## config.mk

```make
export PLATFORM = sky130hd
export DESIGN_NAME = oale_cell
export DESIGN_NICKNAME = d
export VERILOG_FILES = /design/src/rtl/core/oale_pkg.sv /design/src/rtl/core/oale_cell.sv
export SDC_FILE = /design/constraint.sdc
export NUM_CORES = 1
export LEC_CHECK = 0
export ABC_AREA = 1
export BUFFER_PORTS_ARGS = -buffer_cell sky130_fd_sc_hd__buf_2
export CORE_MARGIN = 8
export CORE_UTILIZATION = 44
export DETAILED_ROUTE_END_ITERATION = 12
export PLACE_DENSITY = 0.85
export RECOVER_POWER = 100
export SLEW_MARGIN = 20
export SYNTH_ARGS = -nofsm -noshare
export SYNTH_HDL_FRONTEND = slang
export SYNTH_SLANG_ARGS = --single-unit
```

## constraint.sdc

```tcl
create_clock -name clk_i -period 3.9 [get_ports clk_i]
set_clock_uncertainty 0.05 [all_clocks]
set_input_delay 0.195 -clock clk_i [delete_from_list [all_inputs] [get_ports clk_i]]
set_output_delay 0.195 -clock clk_i [all_outputs]
set_load 0.1 [all_outputs]
```

## src/rtl/core/oale_pkg.sv

```systemverilog
// ----------------------------------------------------------------------------
// oale_pkg: shared definitions for the ordered array list engine
// Command and status codes, cell control bundle, scan and result types.
// ----------------------------------------------------------------------------
package oale_pkg;

  // default store depth
  localparam int unsigned ListCapacityDef = 128;

  // command codes
  localparam logic [3:0] CMD_GET    = 4'd0;
  localparam logic [3:0] CMD_INSERT = 4'd1;
  localparam logic [3:0] CMD_DELETE = 4'd2;
  localparam logic [3:0] CMD_LOCATE = 4'd3;
  localparam logic [3:0] CMD_PUSHF  = 4'd4;
  localparam logic [3:0] CMD_POPF   = 4'd5;
  localparam logic [3:0] CMD_PUSHB  = 4'd6;
  localparam logic [3:0] CMD_POPB   = 4'd7;
  localparam logic [3:0] CMD_CLEAR  = 4'd8;

  // status codes
  localparam logic [2:0] STAT_OK       = 3'd0;
  localparam logic [2:0] STAT_BADPOS   = 3'd1;
  localparam logic [2:0] STAT_FULL     = 3'd2;
  localparam logic [2:0] STAT_EMPTY    = 3'd3;
  localparam logic [2:0] STAT_NOTFOUND = 3'd4;

  // control broadcast to every cell
  typedef struct packed {
    logic               ins;     // open a slot at the target, tail moves up
    logic               del;     // close the slot at the target, tail moves down
    logic               load;    // snapshot entries into the scan column
    logic               shift;   // move the scan column one cell toward the head
    logic               locate;  // scan hit is a value match, not the target
    logic signed [31:0] value;
  } cell_ctrl_t;

  // one stage of the scan column
  typedef struct packed {
    logic signed [31:0] data;
    logic               hit;
  } scan_t;

  // result item held in the output register
  typedef struct packed {
    logic signed [31:0] read_value;
    logic [7:0]         found_position;
    logic [7:0]         element_count_out;
    logic               is_empty;
    logic [2:0]         status;
  } result_t;

endpackage

```

## src/rtl/core/oale_cell.sv

```systemverilog
// ----------------------------------------------------------------------------
// oale_cell: one list slot
// Holds one entry, moves it up or down with its neighbors, and carries one
// stage of the scan column that drains toward the head.
// ----------------------------------------------------------------------------
module oale_cell #(
  parameter int unsigned IdxW = 7,
  parameter int unsigned Idx  = 0
) (
  input  logic                    clk_i,
  input  oale_pkg::cell_ctrl_t    ctrl_i,
  input  logic [IdxW-1:0]         tgt_i,
  input  logic signed [31:0]      left_data_i,
  input  logic signed [31:0]      right_data_i,
  input  oale_pkg::scan_t         right_scan_i,
  output logic signed [31:0]      data_o,
  output oale_pkg::scan_t         scan_o
);

  localparam logic [IdxW-1:0] MyIdx = IdxW'(Idx);

  logic signed [31:0] data_d, data_q;
  oale_pkg::scan_t    scan_d, scan_q;
  logic               at_tgt, above_tgt;

  assign at_tgt    = (MyIdx == tgt_i);
  assign above_tgt = (MyIdx > tgt_i);

  // entry update: insert opens the target slot, delete pulls the tail down
  always_comb begin
    data_d = data_q;
    if (ctrl_i.ins) begin
      if (at_tgt) begin
        data_d = ctrl_i.value;
      end else if (above_tgt) begin
        data_d = left_data_i;
      end
    end else if (ctrl_i.del) begin
      if (at_tgt || above_tgt) begin
        data_d = right_data_i;
      end
    end
  end

  // scan stage: snapshot with hit flag, then drain toward the head
  always_comb begin
    scan_d = scan_q;
    if (ctrl_i.load) begin
      scan_d.data = data_q;
      scan_d.hit  = ctrl_i.locate ? (data_q == ctrl_i.value) : at_tgt;
    end else if (ctrl_i.shift) begin
      scan_d = right_scan_i;
    end
  end

  always_ff @(posedge clk_i) begin
    data_q <= data_d;
    scan_q <= scan_d;
  end

  assign data_o = data_q;
  assign scan_o = scan_q;

endmodule

```

Word level (Yosys, flattened, before mapping). Index checks and enable logic that the tools add are counted.

$lt $le $gt $ge: 1. Equal/unequal tests: 2. Mux-type cells: 8. Reduce and logical (&&, ||, !) cells: 6.

Operators with widths (count): 32-bit two-way mux (5); 33-bit two-way mux (2); 32-bit == test (1); 1-bit by 7-bit > comparator with 1-bit output, first input constant (1); 7-bit logical NOT (1); 2-bit nonzero test (3); 3-bit by 1-bit inequality test with 1-bit output, second input constant (1); 3-bit AND reduction (1); 1-bit logical OR (1); 1-bit two-way mux (1).

Flip-flop bits (word level): 65. Bits of input ports: 142. Output and inout bits: 65. Logic and storage cells: 20.

Logic depth before layout (Yosys ltp). Gate-level depths: netlist of run 1.

Depth in word-level cells: 5. Depth in mapped cells: 10. Gate-level depth less buffers: 10.

Least setup slack after synthesis of run 1. Ideal clock, no wire load.

Path type: input -> register. From: input port tgt_i[5]. To: register data_q[0], in the netlist data_o[0], enable pin. Library setup time: 421 ps. Arrival time: 2319 ps. Data required time: 3429 ps. Slack: 1110 ps. Stages: 5. Buffers on the path: 1. Cell sequence: or3_4 nor2_4 inv_2 buf_6 nor2_1.

Cells in the longest elaborated chain, start to end: 4. Elaborated cells on any way between the ends: 6. Those cells by class: 1 x order compare; 1 x eq/ne; 4 x reduce/logical.

RTL lines: start, declared (RTL line oale_cell.sv:12) `input logic [IdxW-1:0] tgt_i,`; 1-bit by 7-bit > comparator with 1-bit output or 7-bit logical NOT (tied branches) (RTL line oale_cell.sv:27, oale_cell.sv:26); 1-bit logical OR (RTL line oale_cell.sv:39) `if (at_tgt || above_tgt) begin`; 2-bit nonzero test (no line); 3-bit AND reduction (no line) *; end signal, assigned (RTL line oale_cell.sv:57) `data_q <= data_d;`; end, declared (RTL line oale_cell.sv:22) `logic signed [31:0] data_d, data_q;`.

Every way passes the cells marked *; elsewhere a longest branch is shown, timed or not. A chain may end at the register's enable or synchronous reset.

Final worst setup path of run 1.
From: input port ctrl_i[34] (netlist name). To: register scan_q (netlist bit scan_o[28]), enable pin.

Cells in the longest elaborated chain, start to end: 1.

RTL lines: start, declared (RTL line oale_cell.sv:11) `input oale_pkg::cell_ctrl_t ctrl_i,`; 2-bit nonzero test (no line); end signal, assigned (RTL line oale_cell.sv:58) `scan_q <= scan_d;`; end, declared (RTL line oale_cell.sv:23) `oale_pkg::scan_t scan_d, scan_q;`.

No other way between the ends.

==> results of run 1 <==
per-stage QoR:
step           instances  cell area [um2]
2_1_floorplan        422             3540
3_3_place_gp         713             4620
3_5_place_dp         713             4620
4_1_cts              729             4810
5_1_grt              729             4720
6_report             729             4720
cell families after synthesis:
| logic type | share of synthesized area |
|---|---|
| xor gates and xnor gates | 0.0371 |
| buffers and inverters | 0.0678 |
| and+or+nand+nor | 0.219 |
| DFF | 0.551 |
| AOI/OAI and AO/OA | 0.125 |
path summary, 6_finish.rpt:
path,start,endpoint,slack [ns],cells after the start
worst max register to register,data_o[6],scan_o[0],2.41,9
worst min-delay path,right_scan_i[9],scan_o[9],0.08,3
worst min register to register,data_o[30],scan_o[31],0.60,2
worst max-delay path,ctrl_i[34],scan_o[28],1.23,2
sequential cells by signal, summed over array words and instances (netlist names):
name and flops:
data_o 32, scan_o 33
placed cells by master (no fill, tap or decap), types with 9 or more instances in the layout:
master    count
nand2_1     139
edfxtp_1     65
clkbuf_8      9
o21ai_1      30
clkbuf_1     68
nor2_1       53
xnor2_1      10
inv_1        34
o21ai_0      55
buf_2       139
report_power, final:
part / switching (uW) / leakage, uW / internal (uW)
clock: 255 / 0.0000897 / 291
combinational: 312 / 0.00145 / 95.8
sequential: 8.90 / 0.000619 / 805
cell type report:
type	instances	area [um2]	area share
clock buffer	10	128	0.0270
clock inverter	6	58.8	0.0125
inverter	35	131	0.0278
multi-input combinational	303	1350	0.286
sequential	65	1950	0.413
tap	102	128	0.0270
timing repair buffer	208	975	0.206
metal layers:
| metal | up-vias | part of all wire | global-route usage | wire length (um) |
|---|---|---|---|---|
| li1 | 1788 | - | - | - |
| met1 | 1635 | 0.42 | 0.250 | 5090 |
| met2 | 150 | 0.51 | 0.368 | 6190 |
| met3 | 17 | 0.061 | 0.0420 | 751 |
| met4 | 0 | 0.018 | 0.0754 | 225 |
| met5 | - | 0 | 0 | 0 |
==> results.sh, run 1 <==
export IMPL_period_needed_ns=2.67
export IMPL_overflow=0
export IMPL_vias_per_cell=4.92
export IMPL_worst_path_max_delay_cell="or2_0"
export IMPL_slew_headroom=-0.465
export IMPL_ios=207
export IMPL_synthFlopType="edfxtp_1"
export IMPL_yosysUniqueCellTypes=19
export IMPL_pre_cts_ws_ns=1.62
export IMPL_synth_edf_count=65
export IMPL_utilization=0.608
export IMPL_cts_tree="built"
export IMPL_rsz0062_at_grt="no"
export IMPL_place_congestion=0.902
export IMPL_wirelength_mm=12.3
export IMPL_hold_worst_slack_ns=0.0805
export IMPL_yosys_top_cells_area="edfxtp_1 (55%), nand2_1 (15%), o21ai_1 (8.2%), nor2_1 (5.6%), o21ai_0 (3.8%)"
export IMPL_critPathTopFamily="simple AND/OR/NAND/NOR gates"
export IMPL_insertedDiodeCount=0
export IMPL_yosys_area_top_type_share=0.551
export IMPL_cts_root_buf="clkbuf_8"
export IMPL_setup_viol=0
export IMPL_end_kind="flip-flop"
export IMPL_final_antenna_net_count=0
export IMPL_drive_above_1_share=0.252
export IMPL_grt_pass1_vias=3750
export IMPL_synth_cells=422
export IMPL_nets=764
export IMPL_ir_worst_vdd_v=0.000184
export IMPL_dp_hpwl_mm=9.83
export IMPL_cp_cell_sequence="clkbuf_1, or2_0"
export IMPL_hold_viol=0
export IMPL_grt_max_degree=49
export IMPL_die_h_um=106
export IMPL_die_w_um=106
export IMPL_critPathKind="in -> reg"
export IMPL_clk_pin_slew_ns=0.08
export IMPL_worst_ep_arrival_time_ns=2.53
export IMPL_wire_per_inst_um=16.8
export IMPL_crit_path_max_fanout=33
export IMPL_core_region_area_um2=7770
export IMPL_post_route_period_util=0.684
export IMPL_critPathBufInv=1
export IMPL_status="complete, but fails checks"
export IMPL_drtIter0Drc=239
export IMPL_clock_sinks=65
export IMPL_async_reset_ff_frac=0
export IMPL_via_count=3590
export IMPL_syn_cell_area_um2=3540
export IMPL_seq_area_frac_synth=0.551
export IMPL_synthMostInstantiatedCell="nand2_1"
export IMPL_ys_warn_count=0
export IMPL_grt_usage=0.210
export IMPL_syn_mean_instance_area_um2=8.39
export IMPL_post_cts_buffers=0
export IMPL_initial_utilization=0.456
export IMPL_finalWorstSetupSlack_ns=1.23
export IMPL_fillers=781
export IMPL_cts_resized=0
export IMPL_die_area_um2=11200
export IMPL_clkLatencyLatePin_ns=0.33
export IMPL_slew_violations=34
export IMPL_synth_commonest_cells="nand2_1 (139), edfxtp_1 (65), o21ai_1 (58)"
export IMPL_cts_buffer_depth=2
export IMPL_htree_levels=3
export IMPL_start_kind="primary input"
export IMPL_dr_pass1_iters=5
export IMPL_placementRows=32
export IMPL_worst_path_largest_cell_delay_ns=1.69
export IMPL_fmax_mhz=375
export IMPL_worst_hold_path_type="in -> reg"
export IMPL_io_buffers=206
export IMPL_numCtsBuffers=9
export IMPL_mappedNetlistNets=564
export IMPL_tightest_slew_ns=2.20
export IMPL_synth_seq_cells=65
export IMPL_synth_top_area_cell="edfxtp_1"
export IMPL_antenna_found_initial=0
export IMPL_drv_cap=1
export IMPL_p_per_area_nw_per_um2=374
export IMPL_drc_errors=0
export IMPL_grt_pass1_wl_mm=18.7
export IMPL_finalPower_uw=1770
export IMPL_syn2layout_area_growth_pct=33.3
export IMPL_p_leak_uw=0.00216
export IMPL_violations="max-capacitance violations, max-slew violations"
export IMPL_required_ns=3.76
export IMPL_tns_ns=0
export IMPL_holdBufCountCts=0
Note: power is estimated with default switching activity, not from simulation.
==> inputs of run 2 (changes only) <==
clock period = 2.6 ns   (was 3.9 ns; I/O delays follow)
==> results.sh, run 2 (synthesis results as in run 1) <==
export IMPL_multi_input_area_um2=1350
export IMPL_clkLatencyLatePin_ns=0.34
export IMPL_status="finished clean"
export IMPL_p_leak_uw=0.00222
export IMPL_hold_worst_slack_ns=0.0154
export IMPL_mostFrequentLayoutCells="buf_2 (140), nand2_1 (139), clkbuf_1 (68)"
export IMPL_tns_ns=0
export IMPL_overflow=0
export IMPL_rrSetupSlack_ns=1.19
export IMPL_crit_path_max_fanout=33
export IMPL_vias_per_cell=4.97
export IMPL_dp_hpwl_mm=9.56
export IMPL_wirelength_mm=12.3
export IMPL_cts_root_buf="clkbuf_8"
export IMPL_place_inst=717
export IMPL_insertedDiodeCount=0
export IMPL_slew_violations=0
export IMPL_nets=773
export IMPL_via_count=3670
export IMPL_slew_headroom=0.189
export IMPL_grt_pass1_wl_mm=18.8
export IMPL_ir_worst_vdd_v=0.000311
export IMPL_core_region_area_um2=7770
export IMPL_hold_viol=0
export IMPL_worst_hold_path_type="in -> reg"
export IMPL_clock_sinks=65
export IMPL_tightest_slew_ns=1.22
export IMPL_critPathCapture="data_o[31]"
export IMPL_grt_pass1_vias=3828
export IMPL_rsz0062_at_grt="no"
export IMPL_drive_above_1_share=0.258
export IMPL_cts_buffer_depth=2
export IMPL_post_route_period_util=0.788
export IMPL_required_ns=2.59
export IMPL_ios=207
export IMPL_numCtsBuffers=9
export IMPL_die_area_um2=11200
export IMPL_grt_usage=0.211
export IMPL_io_buffers=206
export IMPL_cts_tree="built"
export IMPL_final_antenna_net_count=0
export IMPL_start_kind="primary input"
export IMPL_place_congestion=0.868
export IMPL_period_needed_ns=2.05
export IMPL_antenna_found_initial=0
export IMPL_htree_levels=3
export IMPL_p_per_area_nw_per_um2=595
export IMPL_crit_start="tgt_i[5]"
export IMPL_drc_errors=0
export IMPL_reg2reg_from="data_o[3]"
export IMPL_die_h_um=106
export IMPL_largest_register_ffs=33
export IMPL_drv_cap=0
export IMPL_r2r_worst_path_cells=9
export IMPL_die_w_um=106
export IMPL_rr_endpoint="scan_o[0]"
export IMPL_placementRows=32
export IMPL_wire_per_inst_um=16.6
export IMPL_end_kind="flip-flop"
export IMPL_clk_pin_slew_ns=0.08
export IMPL_post_cts_buffers=0
export IMPL_critPathKind="in -> reg"
export IMPL_dr_pass1_iters=4
export IMPL_grt_max_degree=34
export IMPL_setup_viol=0
export IMPL_initial_utilization=0.456
export IMPL_fmax_mhz=488
export IMPL_worst_ep_arrival_time_ns=2.04
export IMPL_fillers=729
export IMPL_final_common_cell="buf_2"
export IMPL_drtIter0Drc=244
export IMPL_layout_cells_non_filler=738
export IMPL_regArea_um2=1950
export IMPL_syn2layout_area_growth_pct=36.8
[run 2: changes by cell type in the layout (fill, tap and decap cells not counted), sizes merged]
cell         delta
bufinv          +2
clkinvlp        -2
dlygate4sd3     +5
clkinv          -1
clkbuf          +1
buf             +4
[run 2: cell type report]
cell class              count  area share
clock buffers              11      0.0271
flip-flops and latches     65       0.403
multi-input cells         303       0.278
clock inverters             5      0.0214
inverters                  35      0.0271
repair buffers            217       0.217
well taps                 102      0.0263
[run 2: worst min-delay path by stage]
stage	startpoint	to	slack (ns)	cells past startpoint
floorplan	right_scan_i[11]	scan_o[11]	0.26	2
global placement	right_scan_i[31]	scan_o[31]	0.34	3
detailed placement	right_scan_i[21]	scan_o[21]	0.35	3
CTS	right_scan_i[19]	scan_o[19]	0.001	3
global route	right_scan_i[23]	scan_o[23]	0.01	3
finish	right_scan_i[13]	scan_o[13]	0.02	3
[run 2: timing repair]
item,CTS,global route
hold buffers,5,0
endpoints found under the hold margin,5,0
gates resized for setup,0,0
[run 2: metal layers]
metal  vias up  part of all wire  global-route usage
li1       1799                 -                   -
met1      1663              0.40               0.233
met2       190              0.50               0.378
met3        18             0.083              0.0597
met4         0             0.017              0.0764
met5         -                 0                   0
[run 2: metrics by stage]
step | setup slack (ns) | util | power, uW | area (um2)
final | 0.552 | 0.624 | 2880 | 4850
after global routing | 0.438 | 0.624 | 2980 | 4850
after CTS | 0.871 | 0.636 | 2910 | 4940
after detailed placement | 0.518 | 0.600 | 1880 | 4660
after global placement | 0.585 | 0.600 | 1860 | 4660
after floorplan | 0.424 | - | 1680 | 3540
[run 2: worst max-delay path, stage by stage]
cell and delay, ns:
buf_2 0.09, or3_1 0.41, nor2_4 0.11, inv_2 0.25, nor2_2 0.79, buf_12 0.24
[run 2: report_power, final]
| part | internal, uW | switching (uW) | leakage [uW] |
|---|---|---|---|
| clock network | 638 | 399 | 0.000118 |
| registers | 1210 | 12.7 | 0.000619 |
| logic | 151 | 476 | 0.00149 |
| total | 2000 | 888 | 0.00222 |
==> inputs of run 3 (changes only) <==
ABC_AREA = 0   (was 1)
CORE_UTILIZATION = 39   (was 44)
PLACE_DENSITY = 0.81   (was 0.85)
clock period = 1.8 ns   (was 2.6 ns; I/O delays follow)
==> results.sh, run 3 <==
export IMPL_start_kind="flip-flop"
export IMPL_ir_worst_vdd_v=0.000409
export IMPL_tightest_slew_ns=0.861
export IMPL_overflow=0
export IMPL_period_needed_ns=1.89
export IMPL_grt_pass1_vias=3262
export IMPL_p_per_area_nw_per_um2=780
export IMPL_drc_errors=0
export IMPL_routed_top_layer="met4"
export IMPL_grt_pass1_wl_mm=16.6
export IMPL_placementRows=34
export IMPL_clk_pin_slew_ns=0.07
export IMPL_status="complete, but fails checks"
export IMPL_worst_path_largest_cell_delay_ns=0.51
export IMPL_wirelength_mm=11.5
export IMPL_cts_root_buf="clkbuf_8"
export IMPL_final_antenna_net_count=0
export IMPL_worst_ep_arrival_time_ns=2.03
export IMPL_clkLatencyLatePin_ns=0.33
export IMPL_dp_hpwl_mm=9.38
export IMPL_synth_edf_count=65
export IMPL_ios=207
export IMPL_die_area_um2=11800
export IMPL_syn2layout_area_growth_pct=47.1
export IMPL_finalWorstSetupSlack_ns=-0.0941
export IMPL_violations="negative setup slack"
export IMPL_nets=642
export IMPL_mappedNetlistNets=401
export IMPL_drv_cap=0
export IMPL_drtIter0Drc=85
export IMPL_cts_tree="built"
export IMPL_required_ns=1.93
export IMPL_synth_commonest_cells="edfxtp_1 (65), nor2_1 (34), a21oi_1 (32), mux2_2 (32), mux2i_1 (32)"
export IMPL_hold_viol=0
export IMPL_wl_met3_um=994
export IMPL_critPathKind="reg -> reg"
export IMPL_wl_met2_mm=5.93
export IMPL_vias_per_cell=4.86
export IMPL_synthFlopType="edfxtp_1"
export IMPL_via_count=2981
export IMPL_io_buffers=206
export IMPL_cts_buffer_depth=2
export IMPL_ys_warn_count=0
export IMPL_yosys_top_cells_area="edfxtp_1 (58%), mux2_2 (11%), mux2i_1 (9.5%), xor2_1 (5.2%), a21oi_1 (4.8%)"
export IMPL_worst_path_max_delay_cell="or4_1"
export IMPL_core_region_area_um2=8550
export IMPL_grt_usage=0.185
export IMPL_crit_path_max_fanout=2
export IMPL_syn_mean_instance_area_um2=13.0
export IMPL_setup_viol=1
export IMPL_synth_top_area_cell="edfxtp_1"
export IMPL_numCtsBuffers=9
export IMPL_rsz0062_at_grt="yes"
export IMPL_htree_levels=3
export IMPL_clock_sinks=65
export IMPL_async_reset_ff_frac=0
export IMPL_hold_worst_slack_ns=0.0133
export IMPL_antenna_found_initial=0
export IMPL_seq_area_frac_synth=0.581
export IMPL_drt_met1_wl_mm=4.37
export IMPL_tns_ns=-0.0941
export IMPL_synthMostInstantiatedCell="edfxtp_1"
export IMPL_post_route_period_util=1.05
export IMPL_fillers=766
export IMPL_die_w_um=109
export IMPL_critPathTopFamily="simple AND/OR/NAND/NOR gates"
export IMPL_syn_cell_area_um2=3360
export IMPL_mostFrequentLayoutCells="buf_2 (161), edfxtp_1 (65), clkbuf_2 (48)"
export IMPL_slew_violations=0
export IMPL_yosysUniqueCellTypes=18
export IMPL_dr_pass1_iters=4
export IMPL_fmax_mhz=528
export IMPL_utilization=0.578
export IMPL_synth_seq_cells=65
export IMPL_synth_cells=259
export IMPL_worst_hold_path_type="in -> reg"
export IMPL_yosys_area_top_type_share=0.581
export IMPL_slew_headroom=0.426
export IMPL_cp_cell_sequence="xor2_1, nor4_2, buf_4, nand4_1, or4_1, o21ai_1"
export IMPL_initial_utilization=0.393
export IMPL_end_kind="flip-flop"
export IMPL_dpl_cell_area_um2=4700
export IMPL_wire_per_inst_um=18.7
export IMPL_drive_above_1_share=0.548
export IMPL_final_common_cell="buf_2"
export IMPL_stdcell_area_um2=4940
export IMPL_place_congestion=0.792
export IMPL_die_h_um=109
export IMPL_grt_max_degree=34
export IMPL_largest_register_ffs=33
export IMPL_p_leak_uw=0.00240
export IMPL_critPathBufInv=1
## run 3: changes by cell type after synthesis, sizes merged, moves of 20 or more
cell and delta:
inv -35, nor2 -20, nand2 -138, mux2 +32
a21oi +30, o21ai -82, mux2i +32
## run 3: routing by layer
metal / track usage / vias up
met5: 0 / -
met4: 0.0665 / 0
met3: 0.0538 / 14
met2: 0.339 / 134
met1: 0.197 / 1391
li1: - / 1442
## run 3: final timing paths
check                   startpoint    endpoint  slack (ns)  cells after the start
hold / removal    right_scan_i[20]  scan_o[20]        0.01                      2
setup / recovery        data_o[22]   scan_o[0]       -0.09                      6
setup reg to reg        data_o[22]   scan_o[0]       -0.09                      6
hold reg to reg          data_o[0]   scan_o[1]        0.58                      1
## run 3: timing repair
action | CTS | global route
gates cloned | 0 | 0
hold buffers | 10 | 0
setup endpoints to repair | 1 | 1
pin swaps | 2 | 1
buffers inserted | 1 | 1
endpoints found under the hold margin | 10 | 0
resized for setup | 1 | 1
## run 3: cells by family after synthesis
logic type | after synthesis | synth area share
AOI/OAI and AO/OA | 35 | 0.0521
and+or+nand+nor | 49 | 0.0648
muxes | 64 | 0.202
buffers and inverters | 14 | 0.0167
xor gates and xnor gates | 32 | 0.0834
DFF | 65 | 0.581
## run 3: power breakdown
| group | total (uW) | internal (uW) | switching, uW |
|---|---|---|---|
| Clock | 1170 | 619 | 546 |
| Sequential | 1760 | 1740 | 18.8 |
| Combinational | 934 | 271 | 662 |
## run 3: final cells by class
type | instances | area [um2] | area share
sequential | 65 | 1950 | 0.395
multi-input combinational | 180 | 1370 | 0.277
timing repair buffer | 244 | 1310 | 0.265
tap | 108 | 135 | 0.0273
clock buffer | 10 | 128 | 0.0258
clock inverter | 5 | 47.5 | 0.00962
antenna | 1 | 2.50 | 0.000506
## run 3: per-stage QoR
| stage | worst slack, ns | std cells | power (uW) |
|---|---|---|---|
| CTS | -0.111 | 611 | 3900 |
| finish | -0.0941 | 613 | 3860 |
| global route | -0.218 | 612 | 4010 |
| detailed placement | -0.112 | 585 | 2720 |
| floorplan | -0.479 | 259 | 2420 |
| global placement | -0.153 | 585 | 2700 |
## run 3: worst reg2reg max path, delay by kind of cell (launching register included)
kind / cells / cell delay, ns
xor gates and xnor gates: 1 / 0.17
and+or+nand+nor: 3 / 0.84
AOI/OAI and AO/OA: 1 / 0.12
DFF: 1 / 0.41
buffers and inverters: 1 / 0.16
